===== src/soundex_encoder_unit_macros.svh =====
// Assertion macros shared by the soundex encoder RTL.
// Used by sdx_queue and sdx_back; needs signals clk and arst_n in scope.
`ifndef SOUNDEX_ENCODER_UNIT_MACROS_SVH
`define SOUNDEX_ENCODER_UNIT_MACROS_SVH

`ifndef SYNTHESIS
// check on every clock edge out of reset
`define SDX_ASSERT(label, prop, msg) \
	label: assert property (@(posedge clk) disable iff (!arst_n) (prop)) else $error(msg);
// check on every clock edge, reset included
`define SDX_ASSERT_ALWAYS(label, prop, msg) \
	label: assert property (@(posedge clk) (prop)) else $error(msg);
`else
`define SDX_ASSERT(label, prop, msg)
`define SDX_ASSERT_ALWAYS(label, prop, msg)
`endif

`endif


===== src/sdx_pkg.sv =====
// Shared types, symbol constants and the letter-to-digit table of the soundex encoder.
// No dependencies.
package sdx_pkg;

	localparam int unsigned QUEUE_DEPTH = 2;
	localparam int unsigned CODE_LEN = 4;

	localparam logic [7:0] SYM_ZERO  = 8'h30;
	localparam logic [7:0] SYM_ONE   = 8'h31;
	localparam logic [7:0] SYM_TWO   = 8'h32;
	localparam logic [7:0] SYM_THREE = 8'h33;
	localparam logic [7:0] SYM_FOUR  = 8'h34;
	localparam logic [7:0] SYM_FIVE  = 8'h35;
	localparam logic [7:0] SYM_SIX   = 8'h36;
	localparam logic [7:0] CASE_GAP  = 8'h20;

	typedef struct packed {
		logic [7:0] sym;
		logic       last;
	} sdx_item_t;

	function automatic logic [7:0] digit_of(input logic [7:0] c);
		logic [7:0] d;
		unique case (c) inside
			" ", "A", "E", "H", "I", "O", "U", "W", "Y": d = SYM_ZERO;
			"B", "F", "P", "V":                          d = SYM_ONE;
			"C", "G", "J", "K", "Q", "S", "X", "Z":      d = SYM_TWO;
			"D", "T":                                    d = SYM_THREE;
			"L":                                         d = SYM_FOUR;
			"M", "N":                                    d = SYM_FIVE;
			"R":                                         d = SYM_SIX;
			default:                                     d = c;
		endcase
		return d;
	endfunction

endpackage


===== src/soundex_encoder_unit.sv =====
// Top level of the soundex encoder: front end, request queue and back end.
// Depends on sdx_pkg, sdx_front, sdx_queue and sdx_back.
//
// Takes one character per clock cycle while in_stall is low; a request carries the
// word_end flag on the last character of a word, and that request yields the
// four-symbol code. An accepted character is mapped combinationally and queued; the
// back end pops it, and a word's code is registered when its word end is popped. The
// sustained rate of one character per cycle is set by the combinational symbol map
// in the front end and the compare with the last kept symbol in the back end. While
// the output register is held by out_stall, characters keep flowing until the next
// word end reaches the back end; that word end and at most QUEUE_DEPTH - 1 further
// characters wait in the queue before in_stall rises.
module soundex_encoder_unit import sdx_pkg::*; #(
	parameter int unsigned QUEUE_DEPTH_P = QUEUE_DEPTH
) (
	input  logic       clk,
	input  logic       arst_n,
	input  logic [7:0] char_in,
	input  logic       word_end,
	input  logic       in_valid,
	output logic       in_stall,
	output logic [7:0] code_char0,
	output logic [7:0] code_char1,
	output logic [7:0] code_char2,
	output logic [7:0] code_char3,
	output logic       out_valid,
	input  logic       out_stall
);

	sdx_item_t push_item;
	sdx_item_t pop_item;
	logic      push;
	logic      pop;
	logic      queue_full;
	logic      pop_valid;

	sdx_front u_front (
		.clk        (clk),
		.arst_n     (arst_n),
		.char_in    (char_in),
		.word_end   (word_end),
		.in_valid   (in_valid),
		.in_stall   (in_stall),
		.queue_full (queue_full),
		.push       (push),
		.push_item  (push_item)
	);

	sdx_queue #(
		.DEPTH (QUEUE_DEPTH_P)
	) u_queue (
		.clk       (clk),
		.arst_n    (arst_n),
		.push      (push),
		.push_item (push_item),
		.full      (queue_full),
		.pop       (pop),
		.pop_valid (pop_valid),
		.pop_item  (pop_item)
	);

	sdx_back u_back (
		.clk        (clk),
		.arst_n     (arst_n),
		.pop_valid  (pop_valid),
		.pop_item   (pop_item),
		.pop        (pop),
		.code_char0 (code_char0),
		.code_char1 (code_char1),
		.code_char2 (code_char2),
		.code_char3 (code_char3),
		.out_valid  (out_valid),
		.out_stall  (out_stall)
	);

endmodule


===== src/sdx_front.sv =====
// Front end: accepts characters, folds case and maps all but the first of each word to symbols.
// Depends on sdx_pkg.
module sdx_front import sdx_pkg::*; (
	input  logic       clk,
	input  logic       arst_n,
	input  logic [7:0] char_in,
	input  logic       word_end,
	input  logic       in_valid,
	output logic       in_stall,
	input  logic       queue_full,
	output logic       push,
	output sdx_item_t  push_item
);

	logic       at_start_q;
	logic [7:0] folded;

	assign in_stall = queue_full;
	assign push     = in_valid && !queue_full;

	always_comb begin
		folded = char_in;
		if (char_in >= "a" && char_in <= "z") begin
			folded = char_in - CASE_GAP;
		end
		push_item.sym  = at_start_q ? folded : digit_of(folded);
		push_item.last = word_end;
	end

	// the character after a word end opens a new word
	always_ff @(posedge clk or negedge arst_n) begin
		if (!arst_n) begin
			at_start_q <= 1'b1;
		end else if (push) begin
			at_start_q <= word_end;
		end
	end

endmodule


===== src/sdx_queue.sv =====
// Short request queue between the front and back ends.
// Depends on sdx_pkg and the assertion macros.
`include "soundex_encoder_unit_macros.svh"
module sdx_queue import sdx_pkg::*; #(
	parameter int unsigned DEPTH = QUEUE_DEPTH
) (
	input  logic      clk,
	input  logic      arst_n,
	input  logic      push,
	input  sdx_item_t push_item,
	output logic      full,
	input  logic      pop,
	output logic      pop_valid,
	output sdx_item_t pop_item
);

	localparam int unsigned IW = $clog2(DEPTH);
	localparam int unsigned CW = $clog2(DEPTH + 1);

	sdx_item_t         entries_q [DEPTH];
	logic [IW-1:0]     wr_q;
	logic [IW-1:0]     rd_q;
	logic [CW-1:0]     count_q;

	assign full      = (count_q == CW'(DEPTH));
	assign pop_valid = (count_q != '0);
	assign pop_item  = entries_q[rd_q];

	always_ff @(posedge clk) begin
		if (push) begin
			entries_q[wr_q] <= push_item;
		end
	end

	always_ff @(posedge clk or negedge arst_n) begin
		if (!arst_n) begin
			wr_q    <= '0;
			rd_q    <= '0;
			count_q <= '0;
		end else begin
			if (push) begin
				wr_q <= (wr_q == IW'(DEPTH - 1)) ? '0 : wr_q + 1'b1;
			end
			if (pop) begin
				rd_q <= (rd_q == IW'(DEPTH - 1)) ? '0 : rd_q + 1'b1;
			end
			case ({push, pop})
				2'b10:   count_q <= count_q + 1'b1;
				2'b01:   count_q <= count_q - 1'b1;
				default: count_q <= count_q;
			endcase
		end
	end

	`SDX_ASSERT(a_count_bound, count_q <= CW'(DEPTH), "queue count beyond depth")
	`SDX_ASSERT_ALWAYS(a_reset_empty, !arst_n |=> count_q == '0, "queue not empty after reset")
	`SDX_ASSERT(a_count_up, push && !pop |=> count_q == $past(count_q) + 1'b1, "queue lost a push")
	`SDX_ASSERT(a_pop_nonempty, pop |-> pop_valid, "pop from empty queue")

endmodule


===== src/sdx_back.sv =====
// Back end: drops zeros and repeats, collects up to four symbols, registers the code.
// Depends on sdx_pkg and the assertion macros.
`include "soundex_encoder_unit_macros.svh"
module sdx_back import sdx_pkg::*; (
	input  logic       clk,
	input  logic       arst_n,
	input  logic       pop_valid,
	input  sdx_item_t  pop_item,
	output logic       pop,
	output logic [7:0] code_char0,
	output logic [7:0] code_char1,
	output logic [7:0] code_char2,
	output logic [7:0] code_char3,
	output logic       out_valid,
	input  logic       out_stall
);

	logic [2:0] kept_q;
	logic [7:0] last_kept_q;
	logic [7:0] buf_q [CODE_LEN];
	logic [7:0] code_q [CODE_LEN];
	logic       out_valid_q;

	logic [7:0] buf_nxt [CODE_LEN];
	logic [2:0] kept_nxt;
	logic       keep;

	// a word end waits until the output register is free
	assign pop = pop_valid && (!pop_item.last || !out_valid_q || !out_stall);

	always_comb begin
		keep = (pop_item.sym != SYM_ZERO) && (pop_item.sym != last_kept_q)
			&& (kept_q < 3'(CODE_LEN));
		buf_nxt  = buf_q;
		kept_nxt = kept_q;
		if (keep) begin
			buf_nxt[kept_q[1:0]] = pop_item.sym;
			kept_nxt = kept_q + 1'b1;
		end
	end

	always_ff @(posedge clk or negedge arst_n) begin
		if (!arst_n) begin
			kept_q      <= '0;
			last_kept_q <= '0;
			out_valid_q <= 1'b0;
			for (int i = 0; i < CODE_LEN; i++) begin
				buf_q[i] <= SYM_ZERO;
			end
		end else begin
			if (pop && pop_item.last) begin
				out_valid_q <= 1'b1;
			end else if (out_valid_q && !out_stall) begin
				out_valid_q <= 1'b0;
			end
			if (pop) begin
				if (pop_item.last) begin
					kept_q      <= '0;
					last_kept_q <= '0;
					for (int i = 0; i < CODE_LEN; i++) begin
						buf_q[i] <= SYM_ZERO;
					end
				end else begin
					kept_q <= kept_nxt;
					buf_q  <= buf_nxt;
					if (pop_item.sym != SYM_ZERO) begin
						last_kept_q <= pop_item.sym;
					end
				end
			end
		end
	end

	always_ff @(posedge clk) begin
		if (pop && pop_item.last) begin
			code_q <= buf_nxt;
		end
	end

	assign out_valid  = out_valid_q;
	assign code_char0 = code_q[0];
	assign code_char1 = code_q[1];
	assign code_char2 = code_q[2];
	assign code_char3 = code_q[3];

	`SDX_ASSERT(a_kept_bound, kept_q <= 3'(CODE_LEN), "kept count beyond code length")
	`SDX_ASSERT_ALWAYS(a_reset_idle, !arst_n |=> !out_valid_q, "code valid after reset")
	`SDX_ASSERT(a_pad_tail, kept_q < 3'(CODE_LEN) |-> buf_q[CODE_LEN-1] == SYM_ZERO, "tail not padded")
	`SDX_ASSERT(a_word_clear, pop && pop_item.last |=> kept_q == '0 && last_kept_q == '0, "word state not cleared")

endmodule

===== config.mk =====
export PLATFORM = sky130hd
export DESIGN_NAME = soundex_encoder_unit
export DESIGN_NICKNAME = d
export VERILOG_FILES = /design/src/sdx_pkg.sv /design/src/soundex_encoder_unit.sv /design/src/sdx_front.sv /design/src/sdx_queue.sv /design/src/sdx_back.sv
export VERILOG_INCLUDE_DIRS = /design/src /design/src/src
export SDC_FILE = /design/constraint.sdc
export NUM_CORES = 1
export LEC_CHECK = 0
export ABC_CLOCK_PERIOD_IN_PS = 10970
export BUFFER_PORTS_ARGS = -buffer_cell sky130_fd_sc_hd__buf_2
export CAP_MARGIN = 5
export CORE_MARGIN = 5
export CORE_UTILIZATION = 35
export CTS_CLUSTER_DIAMETER = 40
export DETAILED_ROUTE_END_ITERATION = 10
export SLEW_MARGIN = 20
export SYNTH_ARGS = -nofsm -noshare
export SYNTH_HDL_FRONTEND = slang
export SYNTH_SLANG_ARGS = --single-unit

===== constraint.sdc =====
create_clock -name clk -period 10.97 [get_ports clk]
set_input_delay 1.097 -clock clk [delete_from_list [all_inputs] [get_ports clk]]
set_output_delay 1.097 -clock clk [all_outputs]
set_load 0.05 [all_outputs]

# ---- Word level (Yosys, flattened, before mapping)
# Memories as Yosys holds them, arrays and structs flattened.
# Cells that the tools add are included.
dict set report totals {
  regBits 81
  input_bits 13
  elab_cells 105
  mem_count 1
  ramBits 18
  output_inout_bits 34
}
dict set report classes {
  order_cmp 5
  n_eq_ne 32
  n_mux 19
  n_bitwise 1
  add_sub_neg 6
  n_reduce_logical 26
}
# memory depth word_bits read_ports rd_ports_with_merged_regs write_ports line
set memory_table {}
lappend memory_table {u_queue.entries_q 2 9 1 0 1 sdx_queue.sv:20} ;# sdx_item_t entries_q [DEPTH];
# op count
set op_table {}
lappend op_table {{$eq 8x7->1 const B} 26}
lappend op_table {{$mux 32} 2}
lappend op_table {{$pmux 8 s7} 1}
lappend op_table {{$mux 8} 5}
lappend op_table {{$bwmux 32} 1}
lappend op_table {{$demux 8 s2} 1}
lappend op_table {{$reduce_bool 2->1} 5}
lappend op_table {{$reduce_or 9->1} 1}
lappend op_table {{$eq 8x6->1 const B} 1}
lappend op_table {{$ge 8x7->1 const B} 1}
lappend op_table {{$le 8x7->1 const B} 1}
lappend op_table {{$logic_and 1x1->1} 8}
lappend op_table {{$ne 8x6->1 const B} 1}
lappend op_table {{$ne 8x8->1} 1}
lappend op_table {{$reduce_or 8->1} 1}
lappend op_table {{$sub 8x6->8 const B} 1}
lappend op_table {{$mux 1} 6}
lappend op_table {{$mux 3} 2}
lappend op_table {{$eq 2x2->1 const B} 2}
lappend op_table {{$logic_not 1->1} 4}
lappend op_table {{$pmux 2 s2} 1}
lappend op_table {{$reduce_and 2->1} 2}
lappend op_table {{$reduce_or 2->1} 2}
lappend op_table {{$reduce_or 4->1} 1}
lappend op_table {{other kinds (10)} 12}

# ---- Logic depth before layout (Yosys ltp)
# Gate-level depths: netlist of the first run.
dict set report logic_depth {
  depth_word 8
  ltp_mapped 9
  ltp_nobuf 7
}

# ---- Cells and area by module
# A second synthesis of the first run with hierarchy kept.
dict set report unflattened {
  hier_cells 395
  area_unflattened_um2 5013.6
}
# mod n_inst seq_area_each_um2 area_each_um2 cells_each
set modules_own_cells {}
lappend modules_own_cells {sdx_back 1 2072.0 3749.8 295}
lappend modules_own_cells {sdx_queue 1 640.6 835.8 44}
lappend modules_own_cells {sdx_front 1 26.3 427.9 56}

# ---- Worst setup path after synthesis of the first run
# Ideal clock, no wire load.
dict set report synth_path {
  path_type {input to register}
  start {in out_stall}
  end {reg u_back.kept_q[0]}
  t_arrival_ns 3.529
  setup_slack_ns 7.317
  t_required_ns 10.846
  setup_ns 0.124
  path_buffers 0
  path_stages 6
  path_cell_list {nand2_1 o22ai_1 nor2_1 nor2_1 and4_1 a211o_1}
}
dict set report synth_between {
  elab_chain_len 4
}
# element line
set synth_rtl {}
lappend synth_rtl {{start, declared} soundex_encoder_unit.sv:27} ;# input logic out_stall
lappend synth_rtl {{$logic_not 1->1} sdx_back.sv:29} ;# assign pop = pop_valid && (!pop_item.last || !out_valid_q || !out_stall);
lappend synth_rtl {{$logic_or 1x1->1} sdx_back.sv:29}
lappend synth_rtl {{$logic_and 1x1->1} sdx_back.sv:29}
lappend synth_rtl {{$reduce_and 2->1 (no line)} --}
lappend synth_rtl {{end signal, assigned} sdx_back.sv:64} ;# kept_q <= kept_nxt;
lappend synth_rtl {{end, declared} sdx_back.sv:18} ;# logic [2:0] kept_q;
# No other way between the ends.
# A chain may end at the register's enable or synchronous reset.

# ---- Final worst setup path of the first run
dict set report layout_path {
  start {reg u_queue.rd_q}
  end {reg u_back.buf_q[10] in the netlist's numbering}
}
dict set report layout_between {
  elab_chain_len 6
  word_cells_on_any_way 12
  cone_classes {2 x eq/ne; 3 x mux; 6 x reduce/logical; 1 x memory}
}
# element line
set layout_rtl {}
lappend layout_rtl {{start, declared} sdx_queue.sv:22} ;# logic [IW-1:0] rd_q;
lappend layout_rtl {{start signal, assigned} sdx_queue.sv:45} ;# rd_q <= (rd_q == IW'(DEPTH - 1)) ? '0 : rd_q + 1'b1;
lappend layout_rtl {{$mem_v2 2x9 (*)} --}
lappend layout_rtl {{$ne 8x6->1 or $ne 8x8->1 (tied branches)} sdx_back.sv:32} ;# keep = (pop_item.sym != SYM_ZERO) && (pop_item.sym != last_kept_q)
lappend layout_rtl {{$logic_and 1x1->1} sdx_back.sv:32}
lappend layout_rtl {{$logic_and 1x1->1} sdx_back.sv:33} ;# && (kept_q < 3'(CODE_LEN));
lappend layout_rtl {{$mux 32} sdx_back.sv:36} ;# if (keep) begin
lappend layout_rtl {{$mux 32} sdx_back.sv:57} ;# if (pop_item.last) begin
lappend layout_rtl {{end signal, assigned} sdx_back.sv:65} ;# buf_q <= buf_nxt;
lappend layout_rtl {{end, declared} sdx_back.sv:20} ;# logic [7:0] buf_q [CODE_LEN];
# Mark *: on every way between the ends. The rest lies on a longest branch, timed or not.

==> impl_results.md, run 1 <==
- Final Hold Viols: 0
- Wl on met1: 4820 µm
- RSZ-0062 raised after global routing: false
- Die Y: 129 µm
- Initial Util: 35.7%
- Sinks on Clock Net: 99
- WL final: roughly 11000 µm
- Least-Margin Pin Slew: 966 ps
- Largest net degree at the start of global routing: 50
- Leakage: between 2 and 2.5 nW
- CP top delay family: simple AND/OR/NAND/NOR gates
- Width of the die: 129 µm
- Worst R2R Setup Slack: slightly below 8000 ps
- Met2 WL post-DR: 5110 µm
- Hold Path Class: register to register
- Non-filler cells, final: 622
- Grt total ovfl: 0
- CP Data Required Time: about 11000 ps
- Ratio of cells with drive above 1 in the final layout: 28.7%
- Net Sw Frac: a little over two fifths
- Clk buf depth: 2
- Commonest non-fill, non-tap cells in the layout: nand2_1, edfxtp_1, o211ai_1
- # port buffers: 46
- GRT Total Usage: 13.2%
- FP Rows: between 40 and 50
- Cell breakdown of the critical path: mux2i_1, o22ai_2, buf_4, nor2_1, buf_4, nand2_1, o211ai_1
- Max VDD drop: 126 µV
- Vias in the first global route: about 3300
- Num CTS Buffers: 9
- Most used cell, CP: buf_4
- Synthesized Nets: 412
- Startpoint types: register
- Routed via count: 3354
- Fin. max-slew vios: 0
- Hold-critical path endpoint: u_queue.wr_q
- # diodes: 0
- Cts repair resizes: 0
- Setup CP Type: register to register
- Post-Syn Area: approximately 4900 µm²
- Root buffer cell: clkbuf_16
- Num ports: 47
- Crit path DAT: 3370 ps
- Worst hold path startpoint: u_queue.wr_q
- Final worst slack: about 7800 ps
- Worst-skew pair later-pin latency: 340 ps
- Clock skew: 7.74 ps
- Cts hold-fix bufs: 0
- Area delta synth->final: 14.6%
- Met3 Wirelength: between 400 and 500 µm
- Setup Buffers After CTS: 0
- Cells after Synth: 393
- Commonest non-fill, non-tap cell in the layout: nand2_1
- Setup TNS: 0 ps
- Sequential fraction of design power: 34.5%
- Worst r2r dst: u_back.buf_q[10]
- Tmin final: 3120 ps
- Nets@finish: 456
- Inst Count DP: between 600 and 700
- Crit path max fanout: 30
- TritonCTS clock tree: yes
- Worst path max stage delay: 640 ps
- DRT iter0 DRCs: between 200 and 300
- Max frequency: 0.320 GHz
- Comb power frac: 47.9%
- Place WS: ~7800 ps
- Syn. warnings: 0
- Worst R2R Path Depth: 7
- Psw: 0.846 mW
- RD Place Congestion: around 0.81
- Slew headroom: between 30% and 40%
- Initial antenna violation count: 0
- Post-detail-place hpwl: 7270 µm
- Top layer in use: met4
- Htree depth: 3
- # setup viols final: 0
- Number of vias per cell: 5.39
- Crit end category: register
- Clock power share: 17.6%
- Detail Route Antenna Nets: 0
- Die ar.: 16600 µm²
- Distinct cells, synth: 45
- Slowest stage cell on the critical path: dfrtp_1
- Fin crit share: 28.5%
- WP depth: 7
- Synth Register Bits: 99
- Buf+Inv Stages, Crit Path: 2
- Pwr dens: 342 nW/µm²
- Sequential fraction of the synthesis area: a little under three fifths
- Residual DRC: 0
- Worst hold path stage count: 1
- Core Area: 13800 µm²
- Outcome: completed
- Reg2reg start: u_queue.rd_q
- Detailed Routing Iterations Pass 1: 5
- First-pass GRT wire length: 17400 µm
- Syn_area_per_cell: 12.5 µm²
- Internal: 1.09 mW
- Reg clk slew, reported paths: 70 ps
- DR WL/cell: 17.0 µm
- Max Cap Viol: 0
[power by group through the flow]
stage | Combinational, mW | Clock (mW) | Sequential, mW
finish | 0.926 | 0.341 | 0.667
global route | 0.993 | 0.363 | 0.685
CTS | 0.934 | 0.348 | 0.669
detailed placement | 0.931 | 0 | 0.676
global placement | 0.915 | 0 | 0.670
floorplan | 0.524 | 0 | 0.865
[layer usage]
metal	vias to the layer above	GRT usage [%]
met4	0	4.39
met5	-	0
li1	1578	-
met3	13	2.49
met2	88	21.3
met1	1675	17.8
[per-stage QoR]
| step | area [µm²] | hold slack, ps | total power [mW] | utilization, % |
|---|---|---|---|---|
| global placement | 5330 | 480 | 1.59 | 38.5 |
| CTS | 5650 | 505 | 1.95 | 40.9 |
| detailed placement | 5330 | 488 | 1.61 | 38.5 |
| floorplan | 4930 | 467 | 1.39 | - |
| finish | 5650 | 504 | 1.93 | 40.9 |
| global route | 5650 | 541 | 2.04 | 40.9 |
[cell type report]
type	instances	area, µm²
Fill cell	1293	8180
Sequential cell	99	2740
Multi-Input combinational cell	266	2060
Timing Repair Buffer	51	268
Clock buffer	9	225
Tap cell	180	225
Clock inverter	7	98.8
Inverter	10	37.5
[synth_stat cells, drive strengths merged]
cell | instances | area share (%)
nor2 | 30 | 3.6
clkbuf | 10 | 0.76
a211oi | 10 | 1.5
o211ai | 48 | 7.3
or2 | 2 | 0.25
a32oi | 1 | 0.18
buf | 8 | 1.4
a21o | 3 | 0.46
o2111ai | 1 | 0.18
a41o | 2 | 0.41
dfrtp | 40 | 20
edfxtp | 50 | 30
nor2b | 3 | 0.38
nand2 | 53 | 4.0
a311oi | 9 | 1.6
and4b | 1 | 0.20
nand3 | 10 | 1.0
a31oi | 2 | 0.25
o21ai | 5 | 0.51
mux2i | 1 | 0.20
a211o | 1 | 0.18
o311a | 1 | 0.20
and2 | 2 | 0.25
xor2 | 8 | 1.4
nor3 | 4 | 0.41
o22ai | 2 | 0.25
ha | 6 | 1.5
a32o | 1 | 0.20
a21oi | 5 | 0.51
and4 | 1 | 0.18
mux2 | 41 | 12
a22o | 2 | 0.36
o32a | 1 | 0.20
nor4 | 5 | 0.89
dfstp | 9 | 4.8
inv | 10 | 0.76
xnor2 | 5 | 0.89
[worst reg2reg max path: stages (launching register included)]
cell and delay (ps):
dfrtp_1 640, mux2i_1 570, o22ai_2 180, buf_4 280, nor2_1 500, buf_4 380
nand2_1 240, o211ai_1 240
[cell families (layout without fill, tap and decap cells)]
logic type	after synthesis	after routing	share of synthesized area [%]
flip-flops	99	99	55.6
AND/OR/NAND/NOR	111	111	11.2
XOR/XNOR	13	13	2.31
multiplexers	42	42	12.2
adder cells (fa/ha/maj)	6	6	1.52
AO/OA/AOI/OAI	94	94	14.3
buffers and inverters	28	77	2.92
[worst max path at each step]
stage / from / endpoint / slack (ps)
2_1_floorplan: out_stall / u_back.kept_q[0] / 7320
3_3_place_gp: out_stall / u_back.buf_q[18] / 7830
3_5_place_dp: out_stall / u_back.buf_q[10] / 7800
4_1_cts: u_queue.rd_q / u_back.buf_q[10] / 7870
5_1_grt: u_queue.rd_q / u_back.buf_q[10] / 7580
6_report: u_queue.rd_q / u_back.buf_q[10] / 7850
[sequential cells by signal, summed over array words and instances (netlist names)]
| name | cells |
|---|---|
| u_back.buf_q | 32 |
| u_back.last_kept_q | 8 |
| u_front.at_start_q | 1 |
| u_queue.wr_q | 1 |
| u_queue.count_q | 2 |
| u_back.out_valid | 1 |
| u_queue.entries_q | 18 |
| u_back.code_char0 | 8 |
| u_back.code_char2 | 8 |
| u_back.code_char3 | 8 |
| u_back.code_char1 | 8 |
| u_back.kept_q | 3 |
| u_queue.rd_q | 1 |
Power figures use the tool's default switching activity.
==> run 2: changes to the inputs <==
--- a/config.mk
+++ b/config.mk
@@ -6,7 +6,7 @@
 export SDC_FILE = /design/constraint.sdc
 export NUM_CORES = 1
 export LEC_CHECK = 0
-export ABC_CLOCK_PERIOD_IN_PS = 10970
+export ABC_CLOCK_PERIOD_IN_PS = 3000
 export BUFFER_PORTS_ARGS = -buffer_cell sky130_fd_sc_hd__buf_2
 export CAP_MARGIN = 5
 export CORE_MARGIN = 5
==> constraint.sdc (replaced) <==
create_clock -name clk -period 3 [get_ports clk]
set_input_delay 0.3 -clock clk [delete_from_list [all_inputs] [get_ports clk]]
set_output_delay 0.3 -clock clk [all_outputs]
set_load 0.05 [all_outputs]
==> run 2 against run 1 <==
The run now ends with negative hold slack left. Fmax grew 13%. Hold slack lost 520 ps. Core utilization increased by 0.52 points. Combinational power rose to 3.8 times the previous value. Setup slack worse by 7600 ps. Global-route usage rose by 0.49 points. First-iteration DRC count fell by 9.9%. Clock power rose to 3.5 times the previous value. Die area unchanged. Cell count increased by 1.6%. Wire length rose by 2.7%. Non-clock buffer count is 10 higher. Critical path type unchanged. Largest cell class unchanged. Largest power group unchanged.
==> impl_results.md, run 2 (synthesis results as in run 1) <==
- Outcome: complete, but fails checks
- Failing checks: negative hold slack
- # setup viols final: 0 (unchanged)
- Final Hold Viols: 28 (+28)
- Die Y: 129 µm (unchanged)
- Cts hold-fix bufs: 0 (unchanged)
- Initial Util: 35.7% (unchanged)
- Leakage: 2.28 nW (+1.8%)
- Worst path max stage delay: 640 ps (about the same)
- FP Rows: 43 (unchanged)
- Slew headroom: 40.1% (+4.8 points)
- Largest Register: u_back.buf_q
- Fin crit share: 92.3% (+64 points)
- Commonest non-fill, non-tap cells in the layout: nand2_1, edfxtp_1, o211ai_1
- Vias in the first global route: 3518 (+6.1%)
- Worst R2R Setup Slack: 230 ps (-7610 ps)
- Place WS: 230 ps (-7570 ps)
- CP endpoint: u_back.code_char1[7]
- Crit end category: register
- Pwr dens: 1250 nW/µm² (+260%)
- Non-filler cells, final: 632 (+1.6%)
- Num ports: 47 (unchanged)
- Cell breakdown of the critical path: mux2_2, xor2_1, nor4_2, and2_1, buf_12, nor2_8, mux2_4
- # fillers: 1290 (-0.23%)
- Final instance area: 5720 µm² (+1.3%)
- Area delta synth->final: 16.1%
- Commonest non-fill, non-tap cell in the layout: nand2_1
- Crit. Startpoint: u_queue.rd_q
- Max VDD drop: 420 µV (+230%)
- Inst Count DP: 616 (+1.7%)
- Tmin final: 2770 ps (-355 ps)
- Detail Route Antenna Nets: 0 (unchanged)
- Initial antenna violation count: 0 (unchanged)
- Worst r2r dst: u_back.code_char1[7]
- Largest register FFs: 32 (unchanged)
- Grt total ovfl: 0 (unchanged)
- CP top delay family: multiplexers
- First-pass GRT wire length: 18000 µm (+3.1%)
- Setup TNS: 0 ps (unchanged)
- WP depth: 7 (unchanged)
- Cts repair resizes: 0 (unchanged)
- Fin. max-slew vios: 0 (unchanged)
- Crit path max fanout: 28 (-6.7%)
- Largest net degree at the start of global routing: 35 (-30%)
- Die ar.: 16600 µm² (unchanged)
- Worst R2R Path Depth: 7 (unchanged)
- CP Data Required Time: 3100 ps (-8120 ps)
- Final Hold Slack: -19.3 ps (-524 ps)
- Buf+Inv Stages, Crit Path: 1 (-1)
- Clock skew: 6.81 ps (-0.932 ps)
- Setup CP Type: register to register
- Worst-skew pair later-pin latency: 340 ps (about the same)
- Max Cap Viol: 0 (unchanged)
- Setup Buffers After CTS: 0 (unchanged)
- Htree depth: 3 (unchanged)
- Reg clk slew, reported paths: 70 ps (about the same)
- Post-detail-place hpwl: 7700 µm (+5.9%)
- Reg2reg start: u_queue.rd_q
- Residual DRC: 0 (unchanged)
- Number of vias per cell: 5.30 (-1.8%)
- Final worst slack: 232 ps (-7610 ps)
- Placed inst area: 5410 µm² (+1.6%)
- RSZ-0062 raised after global routing: false
- Slowest stage cell on the critical path: dfrtp_1
- Root buffer cell: clkbuf_16
- Largest registers: u_back.buf_q (32), u_queue.entries_q (18)
- Startpoint types: register
- WL final: 10900 µm (+2.7%)
- Least-Margin Pin Slew: 895 ps (-71.2 ps)
- Routed via count: 3348 (-0.18%)
- Post-route total power: 7.15 mW (+270%)
- Sinks on Clock Net: 99 (unchanged)
- Nets@finish: 466 (+2.2%)
- Crit path DAT: 2860 ps (-510 ps)
- # port buffers: 46 (unchanged)
- TritonCTS clock tree: yes
- Clk buf depth: 2 (unchanged)
- Detailed Routing Iterations Pass 1: 6 (+1)
- DRT iter0 DRCs: 228 (-9.9%)
- GRT Total Usage: 13.6% (+0.49 points)
- RD Place Congestion: 0.827 (+2.5%)
- Core Area: 13800 µm² (unchanged)
- Num CTS Buffers: 9 (unchanged)
- Width of the die: 129 µm (unchanged)
- Max frequency: 0.361 GHz (+13%)
- Hold Path Class: input pin to async pin
- Ratio of cells with drive above 1 in the final layout: 29.6% (+0.91 points)
- DR WL/cell: 17.2 µm (+1.1%)
- # diodes: 0 (unchanged)
## run 2: changes by cell type in the layout (fill, tap and decap cells not counted)
cell | previous run | this run
buf_4 | 5 | 14
inv_6 | 2 | 0
clkinv_4 | 1 | 0
clkbuf_1 | 0 | 1
buf_12 | 0 | 1
clkinv_1 | 0 | 2
## run 2: per-layer routing
layer  routed length (µm)  global-route usage (%)  vias up  share of wire [%]
met4                  114                    4.57        0                1.1
met3                  579                    2.66       10                5.3
met2                 5400                    23.2       98                 50
li1                     -                       -     1595                  -
met5                    0                       0        -                  0
met1                 4750                    17.4     1645                 44
## run 2: area by class of cell
type                            instances  area, µm²  area share (%)
Inverter                               10       37.5           0.656
Tap cell                              180        225            3.94
Timing Repair Buffer                   61        355            6.21
Clock buffer                           10        229            4.00
Sequential cell                        99       2740            47.9
Clock inverter                          6       80.1            1.40
Multi-Input combinational cell        266       2060            35.9
## run 2: worst min-delay path by stage
| stage | startpoint | endpoint | cells past startpoint |
|---|---|---|---|
| final | arst_n | u_back.buf_q[1] | 1 |
| after global routing | arst_n | u_back.buf_q[27] | 1 |
| after CTS | arst_n | u_back.buf_q[27] | 1 |
| after detailed placement | arst_n | u_back.buf_q[27] | 1 |
| after global placement | arst_n | u_back.buf_q[3] | 1 |
| after floorplan | arst_n | u_back.buf_q[0] | 0 |
## run 2: worst reg2reg max path, delay by kind of cell, from the launching register on
family,cells,cell delay (ps)
multiplexers,2,800
flip-flops,1,640
AND/OR/NAND/NOR,3,680
XOR/XNOR,1,170
buffers and inverters,1,230
## run 2: report_power, final
part	internal, mW	switching, mW
combinational	1.19	2.31
sequential	2.14	0.304
clock	0.724	0.479
## run 2: through the flow
stage	util, %	hold slack, ps
2_1_floorplan	-	4.41
3_3_place_gp	39.1	365
3_5_place_dp	39.1	374
4_1_cts	41.4	4.66
5_1_grt	41.4	37.9
6_report	41.4	-19.3
==> run 3: changes to the inputs <==
--- a/config.mk
+++ b/config.mk
@@ -9,11 +9,10 @@
 export ABC_CLOCK_PERIOD_IN_PS = 3000
 export BUFFER_PORTS_ARGS = -buffer_cell sky130_fd_sc_hd__buf_2
 export CAP_MARGIN = 5
-export CORE_MARGIN = 5
-export CORE_UTILIZATION = 35
+export CORE_MARGIN = 3
+export CORE_UTILIZATION = 45
 export CTS_CLUSTER_DIAMETER = 40
 export DETAILED_ROUTE_END_ITERATION = 10
-export SLEW_MARGIN = 20
 export SYNTH_ARGS = -nofsm -noshare
 export SYNTH_HDL_FRONTEND = slang
 export SYNTH_SLANG_ARGS = --single-unit
==> run 3 against run 2 <==
The run now ends clean. Combinational power decreased by 2%. Clock-buffer cell count decreased by 1. Wire length decreased by 8.0%. Critical path type unchanged. Largest power group unchanged.
==> impl_results.md, run 3 (synthesis results as in run 1) <==
- Outcome: completed
- Crit path max fanout: 28 (unchanged)
- Max frequency: 0.359 GHz (-0.63%)
- First-pass GRT wire length: 16900 µm (-5.9%)
- Psw: 3.04 mW (-1.7%)
- Cell breakdown of the critical path: mux2_2, xor2_1, nor4_2, and2_1, buf_12, nor2_8, mux2_4
- Crit. Startpoint: u_queue.rd_q
- Num CTS Buffers: 9 (unchanged)
- Reg clk slew, reported paths: 100 ps (+30 ps)
- Final worst slack: 215 ps (-17.5 ps)
- Worst-skew pair later-pin latency: 370 ps (+30 ps)
- Reg2reg start: u_queue.rd_q
- Initial Util: 46.9% (+11 points)
- Sinks on Clock Net: 99 (unchanged)
- Routed via count: 3340 (-0.24%)
- Htree depth: 3 (unchanged)
- Ratio of cells with drive above 1 in the final layout: 30.3% (+0.66 points)
- WL final: 9990 µm (-8.0%)
- Slew headroom: 28.1% (-12 points)
- Crit path DAT: 2920 ps (+60 ps)
- FP Rows: 37 (-14%)
- Comb power frac: 49.2% (+0.2 points)
- Fin. max-slew vios: 0 (unchanged)
- DR WL/cell: 17.0 µm (-1.1%)
- Leakage: 2.26 nW (-0.60%)
- Worst r2r dst: u_back.code_char1[3]
- Commonest non-fill, non-tap cells in the layout: nand2_1, edfxtp_1, o211ai_1
- Hold Path Class: input pin to async pin
- Setup TNS: 0 ps (unchanged)
- Setup Buffers After CTS: 0 (unchanged)
- Die ar.: 12200 µm² (-26%)
- # port buffers: 46 (unchanged)
- RSZ-0062 raised after global routing: false
- Largest registers: u_back.buf_q (32), u_queue.entries_q (18)
- Num ports: 47 (unchanged)
- Internal: 3.96 mW (-2.3%)
- # setup viols final: 0 (unchanged)
- Grt total ovfl: 0 (unchanged)
- Core Area: 10500 µm² (-24%)
- Tmin final: 2790 ps (+17.5 ps)
- Place WS: 208 ps (-21.9 ps)
- Final instance area: 5630 µm² (-1.6%)
- Area delta synth->final: 14.2%
- Post-detail-place hpwl: 7040 µm (-8.6%)
- Nets@finish: 466 (unchanged)
- Post-route total power: 7.00 mW (-2.0%)
- Worst R2R Setup Slack: 210 ps (-20 ps)
- DRT iter0 DRCs: 154 (-32%)
- Net Sw Frac: 43.4% (+0.14 points)
- Largest register FFs: 32 (unchanged)
- Root buffer cell: clkbuf_8
- Least-Margin Pin Slew: 1080 ps (+183 ps)
- Clk buf depth: 2 (unchanged)
- Detail Route Antenna Nets: 0 (unchanged)
- Sequential fraction of design power: 34.8% (+0.6 points)
- Worst path max stage delay: 660 ps (+20 ps)
- Max Cap Viol: 0 (unchanged)
- Detailed Routing Iterations Pass 1: 4 (-2)
- Vias in the first global route: 3320 (-5.6%)
- Largest net degree at the start of global routing: 47 (+34%)
- Crit end category: register
- Width of the die: 111 µm (-14%)
- CP endpoint: u_back.code_char1[3]
- Startpoint types: register
- CP Data Required Time: 3130 ps (+30 ps)
- # diodes: 0 (unchanged)
- TritonCTS clock tree: yes
- Final Hold Viols: 0 (-100%)
- Residual DRC: 0 (unchanged)
- Slowest stage cell on the critical path: dfrtp_1
- Clock skew: 10.5 ps (+3.71 ps)
- Commonest non-fill, non-tap cell in the layout: nand2_1
- Placed inst area: 5360 µm² (-1.0%)
- Number of vias per cell: 5.68 (+7.2%)
- Fin crit share: 92.8% (+0.58 points)
- Setup CP Type: register to register
- Pwr dens: 1240 nW/µm² (-0.40%)
- Cts hold-fix bufs: 0 (unchanged)
- RD Place Congestion: 0.804 (-2.8%)
- Max VDD drop: 600 µV (+43%)
- Worst R2R Path Depth: 7 (unchanged)
- Final Hold Slack: 123 ps (+142 ps)
- GRT Total Usage: 17.1% (+3.5 points)
- Cts repair resizes: 0 (unchanged)
- Initial antenna violation count: 0 (unchanged)
- Die Y: 111 µm (-14%)
- Largest Register: u_back.buf_q
- Clock power share: 16.1% (-0.7 points)
-- run 3: per-stage QoR --
stage          instances  util (%)
2_1_floorplan        393         -
3_3_place_gp         572      51.0
3_5_place_dp         572      51.0
4_1_cts              588      53.6
5_1_grt              588      53.6
6_report             588      53.6
-- run 3: worst min-delay path by stage --
stage | depth (start not counted) | end | start
floorplan | 0 | u_back.buf_q[0] | arst_n
global placement | 2 | u_back.last_kept_q[6] | u_back.last_kept_q[6]
detailed placement | 2 | u_back.last_kept_q[0] | u_back.last_kept_q[0]
CTS | 1 | u_queue.entries_q[1][0] | word_end
global route | 1 | u_queue.entries_q[1][0] | word_end
finish | 1 | u_back.kept_q[0] | arst_n
-- run 3: power by group through the flow --
stage / registers (mW) / logic [mW] / clock network (mW)
detailed placement: 2.47 / 3.46 / 0
global placement: 2.45 / 3.42 / 0
CTS: 2.44 / 3.48 / 1.15
finish: 2.43 / 3.44 / 1.12
floorplan: 3.16 / 1.92 / 0
global route: 2.50 / 3.73 / 1.20
-- run 3: layer usage --
layer	up-vias	track usage [%]	wire (µm)
li1	1593	-	-
met1	1647	20.9	4320
met2	84	29.4	5050
met3	16	4.15	443
met4	0	6.16	174
met5	-	0	0
-- run 3: layout make-up --
cell class                      instances  area (µm²)
Clock buffer                            9         124
Clock inverter                          7         146
Fill cell                             923        4880
Inverter                               10        37.5
Multi-Input combinational cell        266        2060
Sequential cell                        99        2740
Tap cell                              136         170
Timing Repair Buffer                   61         355
-- run 3: worst max-delay path, delay by kind of cell (launching register included) --
family	cells	cell delay, ps
DFF	1	660
buffers and inverters	1	220
muxes	2	780
xor gates and xnor gates	1	170
and+or+nand+nor	3	680
